===== config.mk =====
export PLATFORM = sky130hd
export DESIGN_NAME = interest_packet_tlv_parser
export DESIGN_NICKNAME = d
export VERILOG_FILES = /design/src/rtl/itpp_pkg.sv /design/src/rtl/itpp_cfg_regs.sv /design/src/rtl/itpp_parse_core.sv /design/src/rtl/interest_packet_tlv_parser.sv
export SDC_FILE = /design/constraint.sdc
export NUM_CORES = 1
export LEC_CHECK = 0
export BUFFER_PORTS_ARGS = -buffer_cell sky130_fd_sc_hd__buf_2
export CAP_MARGIN = 10
export CORE_ASPECT_RATIO = 0.7
export CORE_MARGIN = 1.5
export CORE_UTILIZATION = 45
export DETAILED_ROUTE_END_ITERATION = 10
export PLACE_DENSITY = 0.67
export SETUP_SLACK_MARGIN = 0.3
export SYNTH_ARGS = -nofsm -noshare
export SYNTH_HDL_FRONTEND = slang
export SYNTH_HIERARCHICAL = 1
export SYNTH_SLANG_ARGS = --single-unit

===== constraint.sdc =====
create_clock -name clk -period 11 [get_ports clk]
set_input_delay 1.65 -clock clk [delete_from_list [all_inputs] [get_ports clk]]
set_output_delay 1.65 -clock clk [all_outputs]
set_load 0.03 [all_outputs]

===== src/rtl/itpp_pkg.sv =====
`default_nettype none

package itpp_pkg;

	// Fixed layout of the packet format.
	localparam logic [15:0] TLV_HEADER_BYTES   = 16'd4;
	localparam logic [15:0] TLV_TYPE_BYTES     = TLV_HEADER_BYTES / 2;
	localparam logic [15:0] FIXED_HEADER_BYTES = 16'd8;

	// Byte positions inside the fixed header.
	localparam logic [15:0] POS_VERSION  = 16'd0;
	localparam logic [15:0] POS_PKT_TYPE = 16'd1;
	localparam logic [15:0] POS_LEN_HI   = 16'd2;
	localparam logic [15:0] POS_LEN_LO   = 16'd3;
	localparam logic [15:0] POS_HDR_LEN  = 16'd7;

	// Parse phases.
	localparam logic [2:0] PH_IDLE     = 3'd0;
	localparam logic [2:0] PH_FIXED    = 3'd1;
	localparam logic [2:0] PH_SKIP     = 3'd2;
	localparam logic [2:0] PH_NAME_HDR = 3'd3;
	localparam logic [2:0] PH_WALK_HDR = 3'd4;
	localparam logic [2:0] PH_WALK_VAL = 3'd5;

	// Result status codes.
	localparam logic [1:0] ST_OK        = 2'd0;
	localparam logic [1:0] ST_NOT_INT   = 2'd1;
	localparam logic [1:0] ST_TRUNCATED = 2'd2;
	localparam logic [1:0] ST_BAD_NAME  = 2'd3;

	// Configuration register indexes.
	localparam logic [1:0] REG_EXPECTED_VERSION = 2'd0;
	localparam logic [1:0] REG_INTEREST_TYPE    = 2'd1;
	localparam logic [1:0] REG_NAME_TLV_TYPE    = 2'd2;
	localparam logic [1:0] REG_CHUNK_TLV_TYPE   = 2'd3;

	localparam int CFG_INDEX_W = 2;
	localparam int CFG_DATA_W  = 16;

	typedef struct packed {
		logic [7:0]  expected_version;
		logic [7:0]  interest_packet_type;
		logic [15:0] name_tlv_type;
		logic [15:0] chunk_tlv_type;
	} cfg_t;

	typedef struct packed {
		logic [7:0] data_byte;
		logic       packet_start;
		logic       buffer_end;
	} item_t;

	typedef struct packed {
		logic [1:0]  status;
		logic [15:0] packet_length;
		logic [15:0] name_offset;
		logic [15:0] name_length;
		logic [63:0] chunk_number;
	} result_t;

endpackage

`default_nettype wire


===== src/rtl/itpp_cfg_regs.sv =====
`default_nettype none

module itpp_cfg_regs
	import itpp_pkg::*;
(
	input  wire logic                   clk,
	input  wire logic                   arst_n,
	input  wire logic                   cfg_we,
	input  wire logic [CFG_INDEX_W-1:0] cfg_index,
	input  wire logic [CFG_DATA_W-1:0]  cfg_wdata,
	output cfg_t                        cfg
);

	cfg_t cfg_q;

	always_ff @(posedge clk or negedge arst_n) begin
		if (!arst_n) begin
			cfg_q.expected_version     <= 8'd1;
			cfg_q.interest_packet_type <= 8'd0;
			cfg_q.name_tlv_type        <= 16'd0;
			cfg_q.chunk_tlv_type       <= 16'd16;
		end else if (cfg_we) begin
			case (cfg_index)
				REG_EXPECTED_VERSION: cfg_q.expected_version     <= cfg_wdata[7:0];
				REG_INTEREST_TYPE:    cfg_q.interest_packet_type <= cfg_wdata[7:0];
				REG_NAME_TLV_TYPE:    cfg_q.name_tlv_type        <= cfg_wdata;
				REG_CHUNK_TLV_TYPE:   cfg_q.chunk_tlv_type       <= cfg_wdata;
				default: ;
			endcase
		end
	end

	assign cfg = cfg_q;

endmodule

`default_nettype wire


===== src/rtl/itpp_parse_core.sv =====
`default_nettype none

module itpp_parse_core
	import itpp_pkg::*;
(
	input  wire logic  clk,
	input  wire logic  arst_n,
	input  wire logic  step_en,
	input  wire item_t item,
	input  wire cfg_t  cfg,
	output logic       res_valid,
	output result_t    res
);

	logic [2:0]  phase_q,  phase_d;
	logic [15:0] pos_q,    pos_d;
	logic [15:0] plen_q,   plen_d;
	logic [7:0]  hlen_q,   hlen_d;
	logic [15:0] ttype_q,  ttype_d;
	logic [15:0] tlen_q,   tlen_d;
	logic [15:0] left_q,   left_d;
	logic [15:0] nlen_q,   nlen_d;
	logic [63:0] chunk_q,  chunk_d;
	logic        inchk_q,  inchk_d;

	logic [1:0]  st;
	logic        emit;
	logic        stop;
	logic        boundary;
	logic [7:0]  b;

	always_comb begin
		b        = item.data_byte;
		phase_d  = phase_q;
		pos_d    = pos_q;
		plen_d   = plen_q;
		hlen_d   = hlen_q;
		ttype_d  = ttype_q;
		tlen_d   = tlen_q;
		left_d   = left_q;
		nlen_d   = nlen_q;
		chunk_d  = chunk_q;
		inchk_d  = inchk_q;
		emit     = 1'b0;
		stop     = 1'b0;
		boundary = 1'b0;
		st       = ST_OK;

		// A start mark drops whatever packet was in progress.
		if (item.packet_start) begin
			pos_d   = '0;
			plen_d  = '0;
			hlen_d  = '0;
			ttype_d = '0;
			tlen_d  = '0;
			left_d  = '0;
			nlen_d  = '0;
			chunk_d = '0;
			inchk_d = 1'b0;
			phase_d = PH_FIXED;
		end

		case (phase_d)
			PH_IDLE: begin
				stop = 1'b1;
			end
			PH_FIXED: begin
				if ((pos_d == POS_VERSION && b != cfg.expected_version) ||
				    (pos_d == POS_PKT_TYPE && b != cfg.interest_packet_type)) begin
					emit = 1'b1;
					st   = ST_NOT_INT;
					stop = 1'b1;
				end else begin
					if (pos_d == POS_LEN_HI)
						plen_d = {b, 8'h00};
					if (pos_d == POS_LEN_LO)
						plen_d = plen_d | {8'h00, b};
					if (pos_d == POS_HDR_LEN) begin
						hlen_d = b;
						if ({8'h00, b} + TLV_HEADER_BYTES < FIXED_HEADER_BYTES) begin
							emit = 1'b1;
							st   = ST_BAD_NAME;
							stop = 1'b1;
						end else if ({8'h00, b} + TLV_HEADER_BYTES == FIXED_HEADER_BYTES) begin
							phase_d = PH_NAME_HDR;
							left_d  = TLV_HEADER_BYTES;
						end else begin
							phase_d = PH_SKIP;
							left_d  = {8'h00, b} + TLV_HEADER_BYTES - FIXED_HEADER_BYTES;
						end
					end
				end
			end
			PH_SKIP: begin
				left_d = left_d - 16'd1;
				if (left_d == '0) begin
					phase_d = PH_NAME_HDR;
					left_d  = TLV_HEADER_BYTES;
				end
			end
			PH_NAME_HDR, PH_WALK_HDR: begin
				// The first half of a TLV header is the type, the rest the length.
				if (left_d > TLV_TYPE_BYTES)
					ttype_d = {ttype_d[7:0], b};
				else
					tlen_d = {tlen_d[7:0], b};
				left_d = left_d - 16'd1;
				if (left_d == '0) begin
					if (phase_d == PH_NAME_HDR) begin
						if (ttype_d != cfg.name_tlv_type) begin
							emit = 1'b1;
							st   = ST_BAD_NAME;
							stop = 1'b1;
						end else begin
							nlen_d   = tlen_d;
							phase_d  = PH_WALK_HDR;
							left_d   = TLV_HEADER_BYTES;
							boundary = 1'b1;
						end
					end else begin
						if (ttype_d == cfg.chunk_tlv_type) begin
							chunk_d = '0;
							inchk_d = 1'b1;
						end
						if (tlen_d == '0) begin
							inchk_d  = 1'b0;
							left_d   = TLV_HEADER_BYTES;
							boundary = 1'b1;
						end else begin
							phase_d = PH_WALK_VAL;
							left_d  = tlen_d;
						end
					end
				end
			end
			default: begin
				if (inchk_d)
					chunk_d = {chunk_d[55:0], b};
				left_d = left_d - 16'd1;
				if (left_d == '0) begin
					inchk_d  = 1'b0;
					phase_d  = PH_WALK_HDR;
					left_d   = TLV_HEADER_BYTES;
					boundary = 1'b1;
				end
			end
		endcase

		if (!stop) begin
			if (pos_d != 16'hFFFF)
				pos_d = pos_d + 16'd1;
			if (boundary && pos_d >= plen_d) begin
				emit = 1'b1;
				st   = ST_OK;
			end else if (item.buffer_end) begin
				emit = 1'b1;
				st   = ST_TRUNCATED;
			end
		end

		if (emit)
			phase_d = PH_IDLE;

		res.status = st;
		if (st == ST_OK) begin
			res.packet_length = plen_d;
			res.name_offset   = {8'h00, hlen_d} + FIXED_HEADER_BYTES;
			res.name_length   = nlen_d;
			res.chunk_number  = chunk_d;
		end else begin
			res.packet_length = '0;
			res.name_offset   = '0;
			res.name_length   = '0;
			res.chunk_number  = '0;
		end
		res_valid = step_en && emit;
	end

	always_ff @(posedge clk or negedge arst_n) begin
		if (!arst_n) begin
			phase_q <= PH_IDLE;
			pos_q   <= '0;
			plen_q  <= '0;
			hlen_q  <= '0;
			ttype_q <= '0;
			tlen_q  <= '0;
			left_q  <= '0;
			nlen_q  <= '0;
			chunk_q <= '0;
			inchk_q <= 1'b0;
		end else if (step_en) begin
			phase_q <= phase_d;
			pos_q   <= pos_d;
			plen_q  <= plen_d;
			hlen_q  <= hlen_d;
			ttype_q <= ttype_d;
			tlen_q  <= tlen_d;
			left_q  <= left_d;
			nlen_q  <= nlen_d;
			chunk_q <= chunk_d;
			inchk_q <= inchk_d;
		end
	end

endmodule

`default_nettype wire


===== src/rtl/interest_packet_tlv_parser.sv =====
// Path: an accepted byte is held in the input stage, is parsed as it leaves that stage, and a
// result it causes is registered in the result register that drives the output ports.
// Throughput: one byte per cycle, set by the parse step that updates the parse state
// registers; the input side stalls only while a result waits.
// Reset: arst_n is asynchronous and active low; it empties both register stages,
// puts the parser in idle and loads the configuration registers with their defaults.
`default_nettype none

module interest_packet_tlv_parser
	import itpp_pkg::*;
(
	input  wire logic                   clk,
	input  wire logic                   arst_n,

	input  wire logic                   in_valid,
	output logic                        in_ready,
	input  wire logic [7:0]             data_byte,
	input  wire logic                   packet_start,
	input  wire logic                   buffer_end,

	output logic                        out_valid,
	input  wire logic                   out_ready,
	output logic [1:0]                  status,
	output logic [15:0]                 packet_length,
	output logic [15:0]                 name_offset,
	output logic [15:0]                 name_length,
	output logic [63:0]                 chunk_number,

	input  wire logic                   cfg_we,
	input  wire logic [CFG_INDEX_W-1:0] cfg_index,
	input  wire logic [CFG_DATA_W-1:0]  cfg_wdata
);

	cfg_t    cfg;
	item_t   item_s1;
	logic    valid_s1;
	logic    advance;
	logic    core_res_valid;
	result_t core_res;
	result_t res_q;
	logic    out_valid_q;

	// Configuration registers; the user must write them only while the parser is quiet (not enforced here).
	itpp_cfg_regs u_cfg (
		.clk       (clk),
		.arst_n    (arst_n),
		.cfg_we    (cfg_we),
		.cfg_index (cfg_index),
		.cfg_wdata (cfg_wdata),
		.cfg       (cfg)
	);

	// The byte in the input stage is parsed whenever the result register is free
	// or is being emptied in this cycle, so a result is never overwritten.
	assign advance  = valid_s1 && (!out_valid_q || out_ready);
	assign in_ready = !valid_s1 || advance;

	always_ff @(posedge clk or negedge arst_n) begin
		if (!arst_n) begin
			valid_s1 <= 1'b0;
		end else if (in_ready) begin
			valid_s1 <= in_valid;
		end
	end

	// The input stage is payload only; its valid bit covers it.
	always_ff @(posedge clk) begin
		if (in_valid && in_ready) begin
			item_s1.data_byte    <= data_byte;
			item_s1.packet_start <= packet_start;
			item_s1.buffer_end   <= buffer_end;
		end
	end

	// Parse state and the per-byte step.
	itpp_parse_core u_core (
		.clk       (clk),
		.arst_n    (arst_n),
		.step_en   (advance),
		.item      (item_s1),
		.cfg       (cfg),
		.res_valid (core_res_valid),
		.res       (core_res)
	);

	// Result register. A new request from the core can land in the same cycle
	// that the previous one is taken by the consumer.
	always_ff @(posedge clk or negedge arst_n) begin
		if (!arst_n) begin
			out_valid_q <= 1'b0;
		end else if (core_res_valid) begin
			out_valid_q <= 1'b1;
		end else if (out_ready) begin
			out_valid_q <= 1'b0;
		end
	end

	always_ff @(posedge clk) begin
		if (core_res_valid)
			res_q <= core_res;
	end

	assign out_valid     = out_valid_q;
	assign status        = res_q.status;
	assign packet_length = res_q.packet_length;
	assign name_offset   = res_q.name_offset;
	assign name_length   = res_q.name_length;
	assign chunk_number  = res_q.chunk_number;

	// With the result register empty, the input side must be open.
	a_ready_when_free: assert property (@(posedge clk) disable iff (!arst_n)
		!out_valid_q |-> in_ready)
		else $error("input stalled with an empty result register");

	// A result only ever comes from a byte that was parsed in the cycle before.
	a_result_from_step: assert property (@(posedge clk) disable iff (!arst_n)
		$rose(out_valid_q) |-> $past(advance))
		else $error("result appeared without a parsed byte");

	// Failed packets report nothing but the status.
	a_fail_fields_zero: assert property (@(posedge clk) disable iff (!arst_n)
		(out_valid_q && res_q.status != ST_OK) |->
		(res_q.packet_length == '0 && res_q.name_offset == '0 &&
		 res_q.name_length == '0 && res_q.chunk_number == '0))
		else $error("failed result carries nonzero fields");

	// A good packet has its name past the fixed header and a name TLV header.
	a_ok_name_offset: assert property (@(posedge clk) disable iff (!arst_n)
		(out_valid_q && res_q.status == ST_OK) |->
		(res_q.name_offset >= FIXED_HEADER_BYTES + TLV_HEADER_BYTES))
		else $error("good result with a name offset inside the fixed header");

endmodule

`default_nettype wire

==> flow_metrics.tcl <==
set metrics [dict create \
    status "completed" \
    final_cell_mix "220 x dfrtp_1, 147 x buf_2, 138 x nand2_1, 138 x nor2_1, 124 x edfxtp_1" \
    grtUsageTotal 0.273 \
    cts_root_buf "clkbuf_16" \
    io_pins 149 \
    cp_max_fo 80 \
    via_count 15500 \
    postRouteWirelength_um 57600 \
    p_total_mw 4.63 \
    cp.arrival_ns 7.28 \
    die_height_um 173 \
    final_common_cell "dfrtp_1" \
    cts_tree "done" \
    portBuffers 148 \
    reg2reg_depth 16 \
    post_cts.repair.setup_buffers 0 \
    h-tree-depth 2 \
    ant_nets 0 \
    rows 61 \
    layout_setup_ws_ns 3.86 \
    ctsHoldBuffers 0 \
    drc 0 \
    ys_ff_latch 346 \
    routabilityCongestion 0.998 \
    ys_seq_area_frac 0.502 \
    synthTopCellsByArea "dfrtp_1 30%, edfxtp_1 20%, a22o_1 4.6%" \
    critPathKind "reg2reg" \
    cts_resized 0 \
    tightest_slew_ns 1.21 \
    drt_iter0_markers 1980 \
    endpoint_kind "register" \
    start_kind "register" \
    cts_buffer_depth 3 \
    via_per_inst 6.45 \
    antenna_found_initial 1 \
    fillCellCount 3579 \
    slew_violations 0 \
    worst_ir_drop_vdd_uv 148 \
    avgSynthCellArea_um2 10.5 \
    syn_inst 1762 \
    utilization 0.517 \
    p_per_area_mw_per_mm2 223 \
    fmaxAchievable_ghz 0.140 \
    netlist-cell-type-count 99 \
    holdWs_ns 0.491 \
    grt_pass1_wl_um 90400 \
    dieWidth_um 245 \
    max_slew_margin 0.188 \
    clkLatencyLatePin_ns 0.54 \
    wire_per_inst_um 24.0 \
    fin_skew_ns 0.0295 \
    finalHoldViolCount 0 \
    synth_edf_count 124 \
    syn_to_final_growth_pct 12.2 \
    numClockSinks 346 \
    hold_class "reg2reg" \
    synth_top_area_share 0.298 \
    path_clk_slew_ns 0.06 \
    drive_above_1_share 0.192 \
    post-route-period-util 0.649 \
    cts_made_buffers 36 \
    leakagePower_nw 8.25 \
    fp.coreArea_mm2 0.0401 \
    nets 1894 \
    grt_max_degree 98 \
    setup_tns_ns 0 \
    place_ws_ns 4.05 \
    syn_area_mm2 0.0185 \
    synth_largest_area_cell "dfrtp_1" \
    drv_cap 0 \
    setup_violations 0 \
    ys_warn_count 6 \
    rsz0062_at_grt "false" \
    whs_path_depth 1 \
    start_util 0.461 \
    dp_hpwl_um 38700 \
    reg2reg_slack_ns 3.86 \
    async_flop_share 0.642 \
    die-area_mm2 0.0423 \
    synth-main-ff-cell "dfrtp_1" \
    first_pass_iters 6 \
    period_minus_slack_ns 7.14 \
    required_ns 11.14 \
    gr-total-overflow 0 \
    grt_pass1_vias 14800 \
]
[sequential cells by signal, indices dropped and copies added, names as in the netlist, 2 cells and up]
name	cells
name_offset	16
chunk_number	64
u_core/tlen_q	16
status	2
u_core/chunk_q	64
u_core/hlen_q	8
u_core/pos_q	16
u_core/ttype_q	16
name_length	16
u_core/left_q	16
item_s1	10
u_core/phase_q	3
u_cfg/cfg	48
u_core/plen_q	16
u_core/nlen_q	16
packet_length	16
[per-stage QoR]
stage,instances,instance area (um^2)
floorplan,1768,18500
global placement,2333,19600
detailed placement,2333,19600
CTS,2399,20700
global route,2401,20700
finish,2401,20700
[report_power, final]
part	switching, mW	internal (mW)	leakage (nW)	total, mW
logic	1.09	0.471	3.55	1.57
clock network	0.525	0.675	0.570	1.20
registers	0.247	1.62	4.13	1.86
total	1.87	2.76	8.25	4.63
[layout make-up]
class                      count  area [um^2]  area share
antenna                        1         2.50    0.000121
clock buffer                  48         1010      0.0485
clock inverter                18          146     0.00706
inverter                      54          203     0.00978
multi-input combinational   1213         8390       0.405
sequential                   346         9280       0.448
tap                          535          669      0.0323
timing repair buffer         186         1030      0.0498
[synthesized netlist by cell type, types with 39 or more instances]
| library cell | number |
|---|---|
| o22ai_1 | 66 |
| edfxtp_1 | 124 |
| mux2_2 | 61 |
| nor2_1 | 138 |
| a22oi_1 | 39 |
| a21oi_1 | 76 |
| dfrtp_1 | 220 |
| nand2_1 | 138 |
| inv_1 | 52 |
| a22o_1 | 96 |
| clkbuf_1 | 98 |
| o21ai_0 | 39 |
[metal layers]
layer	share of wire	global-route usage	wire [um]
met5	0	0	0
met2	0.41	0.377	23900
met4	0.023	0.0658	1340
met1	0.46	0.426	26400
met3	0.10	0.0657	6040
[path summary, 6_finish.rpt]
kind                                                   start                       endpoint
min in group asynchronous                             arst_n  u_core/ttype_q[8]$_DFFE_PN0P_
worst max-delay path                    item_s1[1]$_DFFE_PP_      name_offset[15]$_DFFE_PP_
worst min-delay path            u_core/hlen_q[2]$_DFFE_PN0P_   u_core/hlen_q[2]$_DFFE_PN0P_
worst min register to register  u_core/hlen_q[2]$_DFFE_PN0P_   u_core/hlen_q[2]$_DFFE_PN0P_
max in group asynchronous                             arst_n   u_core/pos_q[13]$_DFFE_PN0P_
worst max register to register          item_s1[1]$_DFFE_PP_      name_offset[15]$_DFFE_PP_
[worst max-delay path, stage by stage (launching register included)]
cell and delay (ns):
edfxtp_1 0.35, buf_4 0.50, inv_2 0.13, buf_4 0.33
nand2_1 0.19, ha_1 0.48, or4b_2 0.65, nor4_2 0.27
xor2_1 0.12, or4_1 0.55, nor3_2 0.61, and3_2 0.38
a21oi_4 0.16, inv_2 0.26, a211o_1 0.22, and2_4 0.53
buf_4 0.86
[kinds of logic after synthesis]
family | after synthesis | share of synthesized area
DFF | 346 | 0.502
buffers and inverters | 209 | 0.0485
xor gates and xnor gates | 57 | 0.0270
and+or+nand+nor | 529 | 0.151
adders and majority gates | 24 | 0.0163
AOI/OAI and AO/OA | 523 | 0.211
other | 1 | 0.000203
muxes | 73 | 0.0437
Power figures use the tool's default switching activity.
